[src/design/drfd_pkg.sv]
// shared types and constants for the display return frame dispatcher
// used by every module of the block; depends on nothing
`timescale 1ns / 1ps

package drfd_pkg;

  // table size default and fixed frame constants
  localparam int unsigned HANDLER_SLOTS_DEF = 16;
  localparam int unsigned HEAD_LEN          = 5;
  localparam logic [7:0]  ERR_LIMIT         = 8'h24;
  localparam logic [7:0]  TERM_BYTE         = 8'hFF;
  localparam logic [7:0]  PRESS_BYTE        = 8'h01;
  localparam logic [7:0]  RELEASE_BYTE      = 8'h00;
  localparam int unsigned MAX_MATCHES       = 16;

  // configuration register indexes
  localparam logic [1:0] CFG_TOUCH_CODE = 2'd0;
  localparam logic [1:0] CFG_PAGE_CODE  = 2'd1;
  localparam logic [1:0] CFG_NUM_CODE   = 2'd2;

  // request types on the input channel
  localparam logic REQ_BYTE     = 1'b0;
  localparam logic REQ_REGISTER = 1'b1;

  // result kinds
  localparam logic [1:0] KIND_ERROR = 2'd0;
  localparam logic [1:0] KIND_TOUCH = 2'd1;
  localparam logic [1:0] KIND_PAGE  = 2'd2;
  localparam logic [1:0] KIND_NUM   = 2'd3;

  // work handed from front to back
  typedef enum logic [2:0] {
    OP_REG   = 3'd0,
    OP_ERR   = 3'd1,
    OP_TOUCH = 3'd2,
    OP_PAGE  = 3'd3,
    OP_NUM   = 3'd4
  } op_t;

  // data: register -> {rel, page, id}; touch -> {id, page} in the low half;
  // error, page, numeric -> the value to report
  typedef struct packed {
    op_t         op;
    logic        want_rel;
    logic [31:0] data;
  } job_t;

endpackage

[src/design/display_return_frame_dispatcher.sv]
// top level of the display return frame dispatcher
// depends on drfd_pkg, drfd_front, drfd_queue, drfd_back
`timescale 1ns / 1ps

// Usage:
//   Input beats carry either a received link byte (req_type 0) or a touch
//   handler registration (req_type 1). A frame ends at the third 0xFF in a row
//   and is decoded into an error, touch matches, a page number or a number.
//   Result beats carry kind, value, slot and a last flag for the frame.
//   The cfg port writes the three frame codes; write only while idle.
// Timing:
//   One byte or registration is taken per cycle while the two-entry job
//   queue has room. Error, page and numeric results pass from the closing
//   byte through the job queue into the output register. A touch frame walks
//   the handler table one slot per cycle while no hit waits on a stalled
//   result register; the single table read port sets that pace.
// Reset and stall:
//   Reset clears the frame, the table fill count and the queue and restores
//   the default codes. A stalled result holds in the output register; the
//   back side stops at its next result and the queue fills until in_stall rises.

module display_return_frame_dispatcher import drfd_pkg::*; #(
  parameter int unsigned HANDLER_SLOTS = HANDLER_SLOTS_DEF
) (
  input  logic        clk,
  input  logic        rst_n,
  input  logic        cfg_we,
  input  logic [1:0]  cfg_index,
  input  logic [7:0]  cfg_wdata,
  input  logic        in_valid,
  output logic        in_stall,
  input  logic        in_req_type,
  input  logic [7:0]  in_rx_byte,
  input  logic [7:0]  in_handler_id,
  input  logic [7:0]  in_handler_page,
  input  logic        in_on_release_flag,
  output logic        out_valid,
  input  logic        out_stall,
  output logic [1:0]  out_result_kind,
  output logic [31:0] out_result_value,
  output logic [3:0]  out_handler_slot,
  output logic        out_last_result
);

  job_t wr_job, rd_job;
  logic push, pop, q_full, q_empty;

  assign in_stall = q_full;

  // byte collection and classification
  drfd_front u_front (
    .clk                (clk),
    .rst_n              (rst_n),
    .cfg_we             (cfg_we),
    .cfg_index          (cfg_index),
    .cfg_wdata          (cfg_wdata),
    .in_valid           (in_valid),
    .in_req_type        (in_req_type),
    .in_rx_byte         (in_rx_byte),
    .in_handler_id      (in_handler_id),
    .in_handler_page    (in_handler_page),
    .in_on_release_flag (in_on_release_flag),
    .q_full             (q_full),
    .q_push             (push),
    .q_job              (wr_job)
  );

  // job queue
  drfd_queue u_queue (
    .clk      (clk),
    .rst_n    (rst_n),
    .wr_push  (push),
    .wr_job   (wr_job),
    .rd_pop   (pop),
    .wr_full  (q_full),
    .rd_empty (q_empty),
    .rd_job   (rd_job)
  );

  // table, slot walk and results
  drfd_back #(
    .HANDLER_SLOTS (HANDLER_SLOTS)
  ) u_back (
    .clk              (clk),
    .rst_n            (rst_n),
    .q_empty          (q_empty),
    .q_job            (rd_job),
    .q_pop            (pop),
    .out_valid        (out_valid),
    .out_stall        (out_stall),
    .out_result_kind  (out_result_kind),
    .out_result_value (out_result_value),
    .out_handler_slot (out_handler_slot),
    .out_last_result  (out_last_result)
  );

endmodule

[src/design/drfd_front.sv]
// front side: configuration registers, frame collection and frame classification
// depends on drfd_pkg; feeds jobs to drfd_queue
`timescale 1ns / 1ps

module drfd_front import drfd_pkg::*; (
  input  logic       clk,
  input  logic       rst_n,
  input  logic       cfg_we,
  input  logic [1:0] cfg_index,
  input  logic [7:0] cfg_wdata,
  input  logic       in_valid,
  input  logic       in_req_type,
  input  logic [7:0] in_rx_byte,
  input  logic [7:0] in_handler_id,
  input  logic [7:0] in_handler_page,
  input  logic       in_on_release_flag,
  input  logic       q_full,
  output logic       q_push,
  output job_t       q_job
);

  logic [7:0] touch_code_r, page_code_r, num_code_r;
  logic [7:0] head_r   [HEAD_LEN];
  logic [7:0] head_nxt [HEAD_LEN];
  logic [2:0] bytes_seen_r, bytes_seen_nxt;
  logic [1:0] ff_run_r, ff_run_nxt;
  logic       accept, byte_beat, frame_end, job_valid;
  logic [7:0] code;

  assign accept    = in_valid && !q_full;
  assign byte_beat = accept && (in_req_type == REQ_BYTE);
  assign frame_end = (ff_run_r == 2'd2) && (in_rx_byte == TERM_BYTE);

  // configuration writes
  always_ff @(posedge clk) begin
    if (!rst_n) begin
      touch_code_r <= 8'd101;
      page_code_r  <= 8'd102;
      num_code_r   <= 8'd113;
    end else if (cfg_we) begin
      case (cfg_index)
        CFG_TOUCH_CODE: touch_code_r <= cfg_wdata;
        CFG_PAGE_CODE:  page_code_r  <= cfg_wdata;
        CFG_NUM_CODE:   num_code_r   <= cfg_wdata;
        default: ;
      endcase
    end
  end

  // head bytes with the incoming byte placed
  always_comb begin
    for (int i = 0; i < HEAD_LEN; i++) head_nxt[i] = head_r[i];
    if (bytes_seen_r < 3'(HEAD_LEN)) head_nxt[bytes_seen_r] = in_rx_byte;
  end

  // frame state update
  always_comb begin
    bytes_seen_nxt = bytes_seen_r;
    ff_run_nxt     = ff_run_r;
    if (frame_end) begin
      bytes_seen_nxt = 3'd0;
      ff_run_nxt     = 2'd0;
    end else begin
      if (bytes_seen_r < 3'(HEAD_LEN)) bytes_seen_nxt = bytes_seen_r + 3'd1;
      ff_run_nxt = (in_rx_byte == TERM_BYTE) ? ff_run_r + 2'd1 : 2'd0;
    end
  end

  always_ff @(posedge clk) begin
    if (!rst_n) begin
      bytes_seen_r <= 3'd0;
      ff_run_r     <= 2'd0;
      for (int i = 0; i < HEAD_LEN; i++) head_r[i] <= 8'd0;
    end else if (byte_beat) begin
      bytes_seen_r <= bytes_seen_nxt;
      ff_run_r     <= ff_run_nxt;
      for (int i = 0; i < HEAD_LEN; i++) head_r[i] <= frame_end ? 8'd0 : head_nxt[i];
    end
  end

  // classify the beat into a job for the back side
  assign code = head_nxt[0];

  always_comb begin
    job_valid      = 1'b0;
    q_job.op       = OP_REG;
    q_job.want_rel = 1'b0;
    q_job.data     = {15'd0, in_on_release_flag, in_handler_page, in_handler_id};
    if (in_req_type == REQ_REGISTER) begin
      job_valid = 1'b1;
    end else if (frame_end) begin
      if (code <= ERR_LIMIT) begin
        job_valid  = 1'b1;
        q_job.op   = OP_ERR;
        q_job.data = {24'd0, code};
      end else if (code == touch_code_r) begin
        // only a press or release marker can match a handler
        q_job.op       = OP_TOUCH;
        q_job.data     = {16'd0, head_nxt[2], head_nxt[1]};
        q_job.want_rel = (head_nxt[3] == RELEASE_BYTE);
        job_valid      = (head_nxt[3] == RELEASE_BYTE) || (head_nxt[3] == PRESS_BYTE);
      end else if (code == page_code_r) begin
        job_valid  = 1'b1;
        q_job.op   = OP_PAGE;
        q_job.data = {24'd0, head_nxt[1]};
      end else if (code == num_code_r) begin
        job_valid  = 1'b1;
        q_job.op   = OP_NUM;
        q_job.data = {head_nxt[4], head_nxt[3], head_nxt[2], head_nxt[1]};
      end
    end
  end

  assign q_push = accept && job_valid;

endmodule

[src/design/drfd_queue.sv]
// two-entry job queue between front and back sides
// depends on drfd_pkg
`timescale 1ns / 1ps

module drfd_queue import drfd_pkg::*; (
  input  logic clk,
  input  logic rst_n,
  input  logic wr_push,
  input  job_t wr_job,
  input  logic rd_pop,
  output logic wr_full,
  output logic rd_empty,
  output job_t rd_job
);

  localparam int unsigned DEPTH = 2;

  job_t       mem_r [DEPTH];
  logic       wptr_r, rptr_r;
  logic [1:0] cnt_r;
  logic       do_push, do_pop;

  assign do_push = wr_push && (cnt_r != 2'(DEPTH));
  assign do_pop  = rd_pop && (cnt_r != 2'd0);

  // entry storage
  always_ff @(posedge clk) begin
    if (do_push) mem_r[wptr_r] <= wr_job;
  end

  // pointers and fill level
  always_ff @(posedge clk) begin
    if (!rst_n) begin
      wptr_r <= 1'b0;
      rptr_r <= 1'b0;
      cnt_r  <= 2'd0;
    end else begin
      if (do_push) wptr_r <= ~wptr_r;
      if (do_pop)  rptr_r <= ~rptr_r;
      cnt_r <= cnt_r + 2'(do_push) - 2'(do_pop);
    end
  end

  assign wr_full  = (cnt_r == 2'(DEPTH));
  assign rd_empty = (cnt_r == 2'd0);
  assign rd_job   = mem_r[rptr_r];

endmodule

[src/design/drfd_back.sv]
// back side: handler table, slot walk for touch frames and result register
// depends on drfd_pkg; takes jobs from drfd_queue
`timescale 1ns / 1ps

module drfd_back import drfd_pkg::*; #(
  parameter int unsigned HANDLER_SLOTS = HANDLER_SLOTS_DEF
) (
  input  logic        clk,
  input  logic        rst_n,
  input  logic        q_empty,
  input  job_t        q_job,
  output logic        q_pop,
  output logic        out_valid,
  input  logic        out_stall,
  output logic [1:0]  out_result_kind,
  output logic [31:0] out_result_value,
  output logic [3:0]  out_handler_slot,
  output logic        out_last_result
);

  localparam int unsigned IDX_W = (HANDLER_SLOTS > 1) ? $clog2(HANDLER_SLOTS) : 1;
  localparam int unsigned CNT_W = $clog2(HANDLER_SLOTS + 1);

  typedef enum logic [2:0] {
    ST_IDLE = 3'b001,
    ST_WALK = 3'b010,
    ST_FIN  = 3'b100
  } state_t;

  state_t      state_r, state_nxt;
  logic [16:0] table_mem [HANDLER_SLOTS];
  logic [16:0] rdata_r;
  logic        mem_we;
  logic [IDX_W-1:0] idx_r, idx_nxt;
  logic [CNT_W-1:0] count_r, count_nxt;
  logic [3:0]  hits_r, hits_nxt;
  logic        pend_v_r, pend_v_nxt;
  logic [3:0]  pend_slot_r, pend_slot_nxt;
  logic [7:0]  t_page_r, t_page_nxt, t_id_r, t_id_nxt;
  logic        t_rel_r, t_rel_nxt;
  logic        ov_r, ov_nxt;
  logic [1:0]  ok_r, ok_nxt;
  logic [31:0] oval_r, oval_nxt;
  logic [3:0]  oslot_r, oslot_nxt;
  logic        olast_r, olast_nxt;
  logic        out_free, hit, walk_done;

  // handler table: one write port, registered read at the next walk index
  always_ff @(posedge clk) begin
    if (mem_we) table_mem[count_r[IDX_W-1:0]] <= q_job.data[16:0];
    rdata_r <= table_mem[idx_nxt];
  end

  assign out_free  = !ov_r || !out_stall;
  assign hit       = (rdata_r[15:8] == t_page_r) && (rdata_r[7:0] == t_id_r) &&
                     (rdata_r[16] == t_rel_r);
  assign walk_done = (hit && (hits_r == 4'(MAX_MATCHES - 1))) ||
                     (CNT_W'(idx_r) + CNT_W'(1) == count_r);

  // sequencer
  always_comb begin
    state_nxt     = state_r;
    q_pop         = 1'b0;
    mem_we        = 1'b0;
    idx_nxt       = idx_r;
    count_nxt     = count_r;
    hits_nxt      = hits_r;
    pend_v_nxt    = pend_v_r;
    pend_slot_nxt = pend_slot_r;
    t_page_nxt    = t_page_r;
    t_id_nxt      = t_id_r;
    t_rel_nxt     = t_rel_r;
    ov_nxt        = ov_r && out_stall;
    ok_nxt        = ok_r;
    oval_nxt      = oval_r;
    oslot_nxt     = oslot_r;
    olast_nxt     = olast_r;
    case (state_r)
      ST_IDLE: begin
        if (!q_empty) begin
          case (q_job.op)
            OP_REG: begin
              q_pop = 1'b1;
              if (count_r < CNT_W'(HANDLER_SLOTS)) begin
                mem_we    = 1'b1;
                count_nxt = count_r + CNT_W'(1);
              end
            end
            OP_TOUCH: begin
              q_pop      = 1'b1;
              idx_nxt    = '0;
              hits_nxt   = 4'd0;
              pend_v_nxt = 1'b0;
              t_page_nxt = q_job.data[7:0];
              t_id_nxt   = q_job.data[15:8];
              t_rel_nxt  = q_job.want_rel;
              if (count_r != '0) state_nxt = ST_WALK;
            end
            OP_ERR, OP_PAGE, OP_NUM: begin
              if (out_free) begin
                q_pop     = 1'b1;
                ov_nxt    = 1'b1;
                ok_nxt    = (q_job.op == OP_ERR)  ? KIND_ERROR :
                            (q_job.op == OP_PAGE) ? KIND_PAGE  : KIND_NUM;
                oval_nxt  = q_job.data;
                oslot_nxt = 4'd0;
                olast_nxt = 1'b1;
              end
            end
            default: q_pop = 1'b1;
          endcase
        end
      end
      ST_WALK: begin
        // a new hit pushes the held one out, which needs the result register
        if (!(hit && pend_v_r && !out_free)) begin
          if (hit && pend_v_r) begin
            ov_nxt    = 1'b1;
            ok_nxt    = KIND_TOUCH;
            oval_nxt  = 32'd0;
            oslot_nxt = pend_slot_r;
            olast_nxt = 1'b0;
          end
          if (hit) begin
            pend_v_nxt    = 1'b1;
            pend_slot_nxt = 4'(idx_r);
            hits_nxt      = hits_r + 4'd1;
          end
          if (walk_done) state_nxt = ST_FIN;
          else           idx_nxt   = idx_r + IDX_W'(1);
        end
      end
      ST_FIN: begin
        // held hit is the last result of the frame
        if (!pend_v_r) begin
          state_nxt = ST_IDLE;
        end else if (out_free) begin
          ov_nxt     = 1'b1;
          ok_nxt     = KIND_TOUCH;
          oval_nxt   = 32'd0;
          oslot_nxt  = pend_slot_r;
          olast_nxt  = 1'b1;
          pend_v_nxt = 1'b0;
          state_nxt  = ST_IDLE;
        end
      end
      default: state_nxt = ST_IDLE;
    endcase
  end

  // control registers
  always_ff @(posedge clk) begin
    if (!rst_n) begin
      state_r  <= ST_IDLE;
      count_r  <= '0;
      idx_r    <= '0;
      hits_r   <= 4'd0;
      pend_v_r <= 1'b0;
      ov_r     <= 1'b0;
    end else begin
      state_r  <= state_nxt;
      count_r  <= count_nxt;
      idx_r    <= idx_nxt;
      hits_r   <= hits_nxt;
      pend_v_r <= pend_v_nxt;
      ov_r     <= ov_nxt;
    end
  end

  // payload registers
  always_ff @(posedge clk) begin
    pend_slot_r <= pend_slot_nxt;
    t_page_r    <= t_page_nxt;
    t_id_r      <= t_id_nxt;
    t_rel_r     <= t_rel_nxt;
    ok_r        <= ok_nxt;
    oval_r      <= oval_nxt;
    oslot_r     <= oslot_nxt;
    olast_r     <= olast_nxt;
  end

  assign out_valid        = ov_r;
  assign out_result_kind  = ok_r;
  assign out_result_value = oval_r;
  assign out_handler_slot = oslot_r;
  assign out_last_result  = olast_r;

endmodule
[config.mk]
export PLATFORM = sky130hd
export DESIGN_NAME = display_return_frame_dispatcher
export DESIGN_NICKNAME = d
export VERILOG_FILES = /design/src/design/drfd_pkg.sv /design/src/design/display_return_frame_dispatcher.sv /design/src/design/drfd_front.sv /design/src/design/drfd_queue.sv /design/src/design/drfd_back.sv
export SDC_FILE = /design/constraint.sdc
export NUM_CORES = 1
export LEC_CHECK = 0
export BUFFER_PORTS_ARGS = -buffer_cell sky130_fd_sc_hd__clkbuf_2
export CORE_MARGIN = 10
export CORE_UTILIZATION = 35
export DETAILED_ROUTE_END_ITERATION = 8
export PLACE_DENSITY = 0.51
export REMOVE_ABC_BUFFERS = 1
export SYNTH_ARGS = -nofsm -noshare
export SYNTH_HDL_FRONTEND = slang
export SYNTH_HIERARCHICAL = 1
export SYNTH_SLANG_ARGS = --single-unit
[constraint.sdc]
create_clock -name clk -period 5.4 [get_ports clk]
set_clock_uncertainty 0.2 [all_clocks]
set_input_delay 0 -clock clk [delete_from_list [all_inputs] [get_ports clk]]
set_output_delay 0 -clock clk [all_outputs]
set_load 0.005 [all_outputs]
==> results.cfg, run 1 <==
[cts]
post-cts-setup-buffers = 0
numCtsBuffers = 56
clk_latency_ns = 0.60
clk_pin_slew_ns = 0.06
clock_sinks = 513
h-tree-depth = 2
cts_root_buf = clkbuf_16
tritoncts = built
clockBufferDepth = 3

[synthesis]
synth.area.top_cells = edfxtp_1 61%, mux2i_1 7.0%, dfxtp_1 6.3%
synth_area_leader_cell = edfxtp_1
synthCells = 1502
ys_types = 75
synth_ff_type = edfxtp_1
ys.warnings.count = 6
ys_seq_area_share_pct = 67.1
synth_area_mm2 = 0.0219
avgSynthCellArea_um2 = 14.6
synth_edf_count = 444
synth_seq_cells = 513
synthDominantCellAreaShare_pct = 60.8
synthArstFlopShare_pct = 0

[grt]
antenna_found_initial = 1
grt_max_degree = 70
overflow = 0
grt_pass1_vias = 13185
grt_pass1_wl_mm = 82.1
grt_util_all_layers_pct = 14.5

[sta]
max_freq_ghz = 0.230
rsz0062_at_grt = no
fin_ws_ns = 1.05
layout_min_cycle_time_ns = 4.35
setup_viol = 0
maxSlewHeadroom_pct = 24.6
hold_viol_final = 0
maxSlewViolCount = 0
hold_ws_ns = 0.0527
fin_crit_sh_pct = 80.5
tightest_slew_ns = 1.13

[die]
die_width_um = 270
ioPinCount = 82
fp.coreArea_mm2 = 0.0619
start_util_pct = 35.4
die-height_um = 270
rows = 91
die_area_mm2 = 0.0731

[place]
gp_congestion = 0.897
dp_cells = 2372
dp.final_hpwl_mm = 32.5
portBuffers = 81
place_ws_ns = 1.06

[setup_path]
worstReg2RegEnd = u_queue/cnt_r[1]
crit_start = u_front/bytes_seen_r[0]
worstRegToRegCells = 14
setup.worst_path.start_class = flop
worstSetupPathType = flop to flop
cp_max_fo = 15
crit_arrival_ns = 4.67
endpoint = u_queue/cnt_r[1]
crit_required_ns = 5.72
r2r-start = u_front/bytes_seen_r[0]
r2r_setup_slack_ns = 1.05
endpoint_kind = flop

[run_status]
outcome = completed

[detailed_routing]
post-route-drc-count = 0
dr.pass1.iters = 5
ant_nets = 0
wl_per_cell_um = 21.2
drt-total-wl_mm = 53.9
vias_per_cell = 5.05
drt_iter0_drc = 1034
vias = 12864

[final_layout]
diodes = 0
drive_gt1_share_pct = 18.5
layout.nets = 1713
instances_no_fill = 2546
syn2layout_area_growth_pct = 17.6
fillers = 5732

[power]
ir_drop_v = 0.000216
leakage_nw = 9.50
power.total_mw = 8.77
power.density_mw_per_mm2 = 340

[flow_run]
cap_violations = 0

[worst_hold_path]
hp-class = primary input to flop
-- routing by layer --
layer / track usage [%] / wire length [um] / share of wire, %
met4: 5.34 / 1600 / 3.0
met2: 24.0 / 25700 / 48
met5: 0 / 0 / 0
met1: 18.8 / 24200 / 45
met3: 2.23 / 2410 / 4.5
-- power by group --
| group | internal, mW | switching [mW] |
|---|---|---|
| Clock | 2.18 | 1.54 |
| Sequential | 4.45 | 0.0480 |
| Combinational | 0.220 | 0.335 |
-- worst max-delay path, stage by stage, from the launching register on --
cell and delay (ns):
dfxtp_1 0.49, or3_1 0.63, mux2i_4 0.40, xor2_1 0.18, o21ai_1 0.08, or4_4 0.58, and2_1 0.22, a311oi_1 0.31
nand2_1 0.21, ha_1 0.33, inv_1 0.04, ha_1 0.18, xor2_1 0.15, and2_1 0.15, nor3_1 0.11
-- worst min-delay path by stage --
| stage | startpoint | end | depth (start not counted) |
|---|---|---|---|
| floorplan | rst_n | u_back/state_r[0] | 1 |
| global placement | cfg_wdata[6] | u_front/touch_code_r[6] | 3 |
| detailed placement | cfg_wdata[6] | u_front/num_code_r[6] | 3 |
| CTS | cfg_wdata[7] | u_front/num_code_r[7] | 4 |
| global route | cfg_wdata[7] | u_front/page_code_r[7] | 4 |
| finish | cfg_wdata[7] | u_front/num_code_r[7] | 4 |
-- synthesized netlist by cell type (all sizes together), types with 18 or more instances --
library cell / number
buf: 49
mux2: 76
clkbuf: 36
nand2: 56
nor2b: 87
xor2: 18
xnor2: 29
dfxtp: 69
nor3: 18
o22ai: 27
o21ai: 18
inv: 35
mux2i: 154
a21oi: 52
edfxtp: 444
nor2: 104
a211oi: 37
-- registers in the layout (all words and copies together) (netlist names), 3 cells and up, named ones only --
name	cells
u_back/pend_slot_r	4
u_back/state_r	3
u_back/table_mem	272
u_back/out_handler_slot	4
u_back/count_r	5
u_back/t_id_r	8
u_front/page_code_r	8
u_back/rdata_r	17
u_back/t_page_r	8
u_front/bytes_seen_r	3
u_front/head_r	40
u_front/num_code_r	8
u_back/idx_r	4
u_back/out_result_value	32
u_front/touch_code_r	8
u_queue/mem_r	72
u_back/hits_r	4
-- metrics by stage --
step	setup TNS [ns]	util [%]	cell area, um^2
after floorplan	-167.26	-	21400
after global placement	0	37.7	23300
after detailed placement	0	37.7	23300
after CTS	0	41.7	25800
after global routing	0	41.7	25800
final	0	41.7	25800
-- final cells by class --
| class | count | area, um^2 | area share (%) |
|---|---|---|---|
| sequential | 513 | 14700 | 57.0 |
| clock buffer | 77 | 1540 | 5.97 |
| timing repair buffer | 187 | 1420 | 5.52 |
| tap | 837 | 1050 | 4.06 |
| clock inverter | 28 | 248 | 0.960 |
| multi-input combinational | 869 | 6700 | 26.0 |
| inverter | 35 | 131 | 0.509 |
-- logic make-up (layout without fill, tap and decap cells) --
group                      count (synthesis)  after routing  share of synthesized area (%)
and+or+nand+nor                          361            361                           8.58
adders and majority gates                 10             10                          0.570
AOI/OAI and AO/OA                        220            220                           7.33
xor gates and xnor gates                  48             48                           1.98
buffers and inverters                    120            327                           2.97
DFF                                      513            513                           67.1
muxes                                    230            230                           11.5
-- layout by cell type, fill, tap and decap left out, types with 13 or more instances in the layout --
cell / instances
nor2_1: 90
clkbuf_1: 15
a21oi_1: 51
mux2_4: 30
o21ai_0: 15
xor2_1: 18
mux2i_1: 152
nor3_1: 14
clkinv_1: 13
dfxtp_1: 68
nand2b_1: 17
nor2b_1: 87
clkbuf_2: 81
a211oi_1: 28
xnor2_1: 29
clkbuf_16: 56
buf_4: 33
dlygate4sd3_1: 69
inv_1: 34
a221o_1: 17
mux2_2: 46
nand2_1: 56
and2_1: 16
o22ai_1: 26
edfxtp_1: 444
-- timing repair --
item / CTS / global route
resized for setup: 0 / 0
endpoints found under the setup margin: 0 / 0
hold buffers: 69 / 0
endpoints found under the hold margin: 156 / 0
(Power assumes the default switching activity.)
==> inputs of run 2 (changes only) <==
clock period = 4.3 ns   (was 5.4 ns; I/O delays follow)
==> run 2 against run 1 <==
- sequential share of layout area decreased by 0.55 points
- worst setup slack lost 0.73 ns
- via count is 0.35% lower
- clock-buffer cell count up 2
- critical path type unchanged
- critical path depth is the same
==> results.cfg, run 2 (synthesized netlist as in run 1, its figures left out) <==
[detailed_routing]
post-route-drc-count = 0
dr.pass1.iters = 5
vias = 12819
drt_iter0_drc = 835
vias_per_cell = 5.01
ant_nets = 0
drt-total-wl_mm = 54.3
wl_per_cell_um = 21.2

[cts]
h-tree-depth = 2
cts_root_buf = clkbuf_16
clock_sinks = 513
numCtsBuffers = 55
clk_latency_ns = 0.61
clockBufferDepth = 3
tritoncts = built
clk_pin_slew_ns = 0.06

[setup_path]
cp_max_fo = 9
path_cells = nor3_1 > nand3_1 > nand3_1 > o21ai_0 > or4_4 > and2_1 > a311oi_1 > nand2_1 > ha_1 > inv_1 > ha_1 > xor2_1 > and2_1 > nor3_1
crit_arrival_ns = 4.30
endpoint_kind = flop
critPathMaxStageDelay_ns = 0.82
path_buf_inv = 1
setup.worst_path.start_class = flop
crit_required_ns = 4.63
cp_slowest_cell = nor3_1
worstSetupPathType = flop to flop
r2r_setup_slack_ns = 0.33
crit_family = simple AND/OR/NAND/NOR gates

[power]
combPwrFrac_pct = 6.4
leakage_nw = 9.66
seqPwrFrac_pct = 50.7
p_sw_share_pct = 21.8
power_frac_clock_pct = 42.8
internal_power_mw = 8.69
power.density_mw_per_mm2 = 427
p_sw_mw = 2.42
ir_drop_v = 0.000301

[die]
die-height_um = 270
die_width_um = 270
die_area_mm2 = 0.0731
ioPinCount = 82
fp.coreArea_mm2 = 0.0619
rows = 91
start_util_pct = 35.4

[place]
dp.final_hpwl_mm = 33.8
gp_congestion = 0.889
dp_cells = 2399
portBuffers = 81

[final_layout]
drive_gt1_share_pct = 20.0
mostFrequentLayoutCells = 444 x edfxtp_1, 152 x mux2i_1, 90 x nor2_1, 87 x nor2b_1, 81 x clkbuf_2
instances_no_fill = 2559
final_util_pct = 42.1
largest_reg_flops = 272
syn2layout_area_growth_pct = 18.8
layout.nets = 1727
final_common_cell = edfxtp_1
diodes = 0

[sta]
hold_ws_ns = 0.0273
tns_ns = 0
max_freq_ghz = 0.252
fin_crit_sh_pct = 92.4
hold_viol_final = 0
rsz0062_at_grt = no
maxSlewViolCount = 0
setup_viol = 0
maxSlewHeadroom_pct = 32.1
layout_min_cycle_time_ns = 3.97
tightest_slew_ns = 1.01

[grt]
grt_util_all_layers_pct = 14.6
overflow = 0
grt_pass1_wl_mm = 82.8
grt_max_degree = 69
grt_pass1_vias = 13107
antenna_found_initial = 2

[worst_hold_path]
hp-class = primary input to flop

[flow_run]
cap_violations = 0

[run_status]
outcome = completed
[run 2: changes by cell type in the layout (fill, tap and decap cells not counted), sizes merged]
cell	delta
clkinv	-5
inv	-1
dlygate4sd3	-12
clkbuf	+2
bufinv	+2
buf	+27
[run 2: stage by stage]
| step | total power, mW | setup slack [ns] | area [um^2] |
|---|---|---|---|
| 2_1_floorplan | 6.13 | -10.32 | 21400 |
| 3_3_place_gp | 6.42 | 0.375 | 23700 |
| 3_5_place_dp | 6.43 | 0.372 | 23700 |
| 4_1_cts | 11.2 | 0.347 | 26100 |
| 5_1_grt | 11.5 | 0.114 | 26100 |
| 6_report | 11.1 | 0.325 | 26100 |
[run 2: metal layers]
layer  vias up  routed length (um)  global-route usage (%)
met1      6414               24200                    18.9
met4         0                1120                    3.75
met5         -                   0                       0
met2       303               26600                    24.6
li1       6027                   -                       -
met3        75                2420                    2.61
[run 2: area by class of cell]
class                      count  area [um^2]
clock buffer                  79         1530
multi-input combinational    869         6680
sequential                   513        14700
fill                        5705        35900
timing repair buffer         202         1670
inverter                      35          131
clock inverter                24          287
tap                          837         1050
[run 2: worst paths after layout]
kind,cells after the start,from,to
hold / removal,4,cfg_wdata[7],u_front/touch_code_r[7]
setup reg to reg,14,u_front/bytes_seen_r[2],u_queue/cnt_r[1]
setup / recovery,14,u_front/bytes_seen_r[2],u_queue/cnt_r[1]
hold reg to reg,2,u_back/pend_v_r,u_back/pend_v_r
[run 2: repair_timing]
item | CTS | global route
hold endpoints to repair | 140 | 0
gates resized for setup | 0 | 0
hold buffers | 57 | 0
setup endpoints to repair | 0 | 0
setup buffers | 0 | 0
[run 2: worst register-to-register path: stages, from the launching register on]
cell and delay, ns:
dfxtp_1 0.32, nor3_1 0.82, nand3_1 0.18, nand3_1 0.13, o21ai_0 0.11, or4_4 0.57, and2_1 0.20, a311oi_1 0.32
nand2_1 0.13, ha_1 0.30, inv_1 0.04, ha_1 0.18, xor2_1 0.15, and2_1 0.15, nor3_1 0.11
[run 2: power by group through the flow]
stage / registers [mW] / clock network, mW / logic [mW]
floorplan: 5.75 / 0 / 0.386
global route: 5.65 / 5.08 / 0.789
CTS: 5.64 / 4.87 / 0.727
global placement: 5.74 / 0 / 0.676
finish: 5.64 / 4.76 / 0.715
detailed placement: 5.75 / 0 / 0.685
==> inputs of run 3 (changes only) <==
PLACE_DENSITY = 0.6   (was 0.51)
SYNTH_HIERARCHICAL = not set   (was 1)
==> run 3 against run 2 <==
- global-route usage decreased by 0.46 points
- synthesized cell count is 0.20% lower
- via count is 0.55% lower
- maximum frequency decreased by 3.1%
- wire length fell by 6.4%
==> results.cfg, run 3 <==
[run_status]
outcome = completed

[detailed_routing]
drt_iter0_drc = 903
dr.pass1.iters = 5
vias_per_cell = 5.09
drt-total-wl_mm = 50.8
vias = 12749
ant_nets = 0
wl_per_cell_um = 20.3
post-route-drc-count = 0

[setup_path]
critPathMaxStageDelay_ns = 0.59
crit_arrival_ns = 4.24
cp_max_fo = 20
endpoint_kind = flop
cp_slowest_cell = dlygate4sd3_1
setup.worst_path.start_class = flop
crit_required_ns = 4.44
path_cells = buf_4 > o31ai_2 > a21oi_1 > nand4b_1 > nor4_1 > nor3_1 > a211o_1 > a22o_1 > dlygate4sd3_1
r2r_setup_slack_ns = 0.20
worstSetupPathType = flop to flop

[final_layout]
diodes = 0
layout.nets = 1726
drive_gt1_share_pct = 17.3
syn2layout_area_growth_pct = 18.7
mostFrequentLayoutCells = 444 x edfxtp_1, 218 x mux2i_1, 115 x nor2_1, 103 x nand2_1, 81 x clkbuf_2
fin_area_mm2 = 0.0255
final_common_cell = edfxtp_1
largest_reg_flops = 272
instances_no_fill = 2503

[synthesis]
ys.warnings.count = 0
synth_area_mm2 = 0.0215
synth_edf_count = 444
synth.area.top_cells = edfxtp_1 62%, mux2i_1 10%, dfxtp_1 6.4%
synth_most_common_cell = edfxtp_1
synth_ff_type = edfxtp_1
synthArstFlopShare_pct = 0
synth_area_leader_cell = edfxtp_1
synthTopCellsByCount = 444 x edfxtp_1, 218 x mux2i_1, 128 x nor2_1
synthDominantCellAreaShare_pct = 62.0
synthCells = 1499
avgSynthCellArea_um2 = 14.3
ys_seq_area_share_pct = 68.4
synth_seq_cells = 513
ys_types = 71

[place]
place_ws_ns = 0.424
dp_cells = 2336
portBuffers = 81
dpl_cell_area_mm2 = 0.0231
gp_congestion = 0.850
dp.final_hpwl_mm = 32.4

[die]
ioPinCount = 82
start_util_pct = 35.5
die_width_um = 268
die-height_um = 268
die_area_mm2 = 0.0717
fp.coreArea_mm2 = 0.0606
rows = 90

[cts]
clock_sinks = 513
numCtsBuffers = 55
clockBufferDepth = 3
tritoncts = built
h-tree-depth = 2
clk_pin_slew_ns = 0.06
cts_resized = 0
cts_root_buf = clkbuf_16
clk_latency_ns = 0.61

[grt]
grt_util_all_layers_pct = 14.1
grt_pass1_wl_mm = 77.9
grt_max_degree = 53
grt_pass1_vias = 13008
antenna_found_initial = 1
overflow = 0

[power]
combPwrFrac_pct = 12.5
power_frac_clock_pct = 38.2
seqPwrFrac_pct = 49.3
p_sw_share_pct = 25.0
p_sw_mw = 3.07
ir_drop_v = 0.000329
leakage_nw = 8.87
internal_power_mw = 9.20
power.total_mw = 12.3
power.density_mw_per_mm2 = 481

[worst_hold_path]
hp-class = primary input to flop

[sta]
rsz0062_at_grt = no
tightest_slew_ns = 1.06
fin_crit_sh_pct = 95.3
setup_viol = 0
maxSlewViolCount = 0
hold_viol_final = 0
hold_ws_ns = 0.0442
max_freq_ghz = 0.244
layout_min_cycle_time_ns = 4.10
fin_ws_ns = 0.200
maxSlewHeadroom_pct = 29.4

[flow_run]
cap_violations = 0
[run 3: cell count changes in the layout (fill, tap and decap cells not counted), moves of 25 or more]
cell	previous run	this run
o21ai_0	15	44
nand2_1	56	103
nor2b_1	87	17
mux2_4	30	0
nor2_1	90	115
a211oi_1	28	1
mux2i_1	152	218
[run 3: metrics by stage]
step	setup TNS, ns	utilization, %
after floorplan	-188.92	-
after global placement	0	38.1
after detailed placement	0	38.1
after CTS	0	42.1
after global routing	0	42.1
final	0	42.1
[run 3: cells by family after synthesis]
| group | synth area share, % |
|---|---|
| mux | 12.1 |
| buf+inv | 2.37 |
| fa+ha+maj | 0.582 |
| simple gates | 8.99 |
| compound gates | 6.22 |
| xor+xnor | 1.25 |
| flops | 68.4 |
[run 3: worst paths after layout]
kind                      startpoint                       to  depth (start not counted)
min reg2reg    u_front.num_code_r[2]    u_front.num_code_r[2]                          2
min                     cfg_wdata[1]  u_front.touch_code_r[1]                          4
max reg2reg  u_front.bytes_seen_r[2]      u_queue.mem_r[0][2]                          9
max          u_front.bytes_seen_r[2]      u_queue.mem_r[0][2]                          9
[run 3: worst max-delay path, delay by kind of cell, from the launching register on]
family	cells	cell delay, ns
AO/OA/AOI/OAI	4	1.45
buffers and inverters	2	0.87
AND/OR/NAND/NOR	3	0.81
flip-flops	1	0.51
[run 3: repair_timing]
item | 4_1_cts | 5_1_grt
hold endpoints to repair | 161 | 0
hold buffers | 64 | 0
setup endpoints to repair | 0 | 0
setup buffers | 0 | 0
[run 3: final cells by class]
class	instances	area, um^2
clock inverter	27	272
multi-input combinational	875	6350
timing repair buffer	199	1550
sequential	513	14700
clock buffer	76	1540
inverter	31	116
fill	5512	35100
tap	782	978
[run 3: routing by layer]
metal  global-route usage, %  routed length (um)
met2                    23.7               24600
met1                    18.6               22700
met4                    3.53                 981
met3                    2.60                2450
met5                       0                   0
[run 3: power groups by stage]
stage / clock [mW] / sequential, mW / combinational, mW
2_1_floorplan: 0 / 6.20 / 0.841
3_3_place_gp: 0 / 6.15 / 1.48
3_5_place_dp: 0 / 6.15 / 1.52
4_1_cts: 4.79 / 6.05 / 1.57
5_1_grt: 5.00 / 6.07 / 1.70
6_report: 4.68 / 6.05 / 1.54
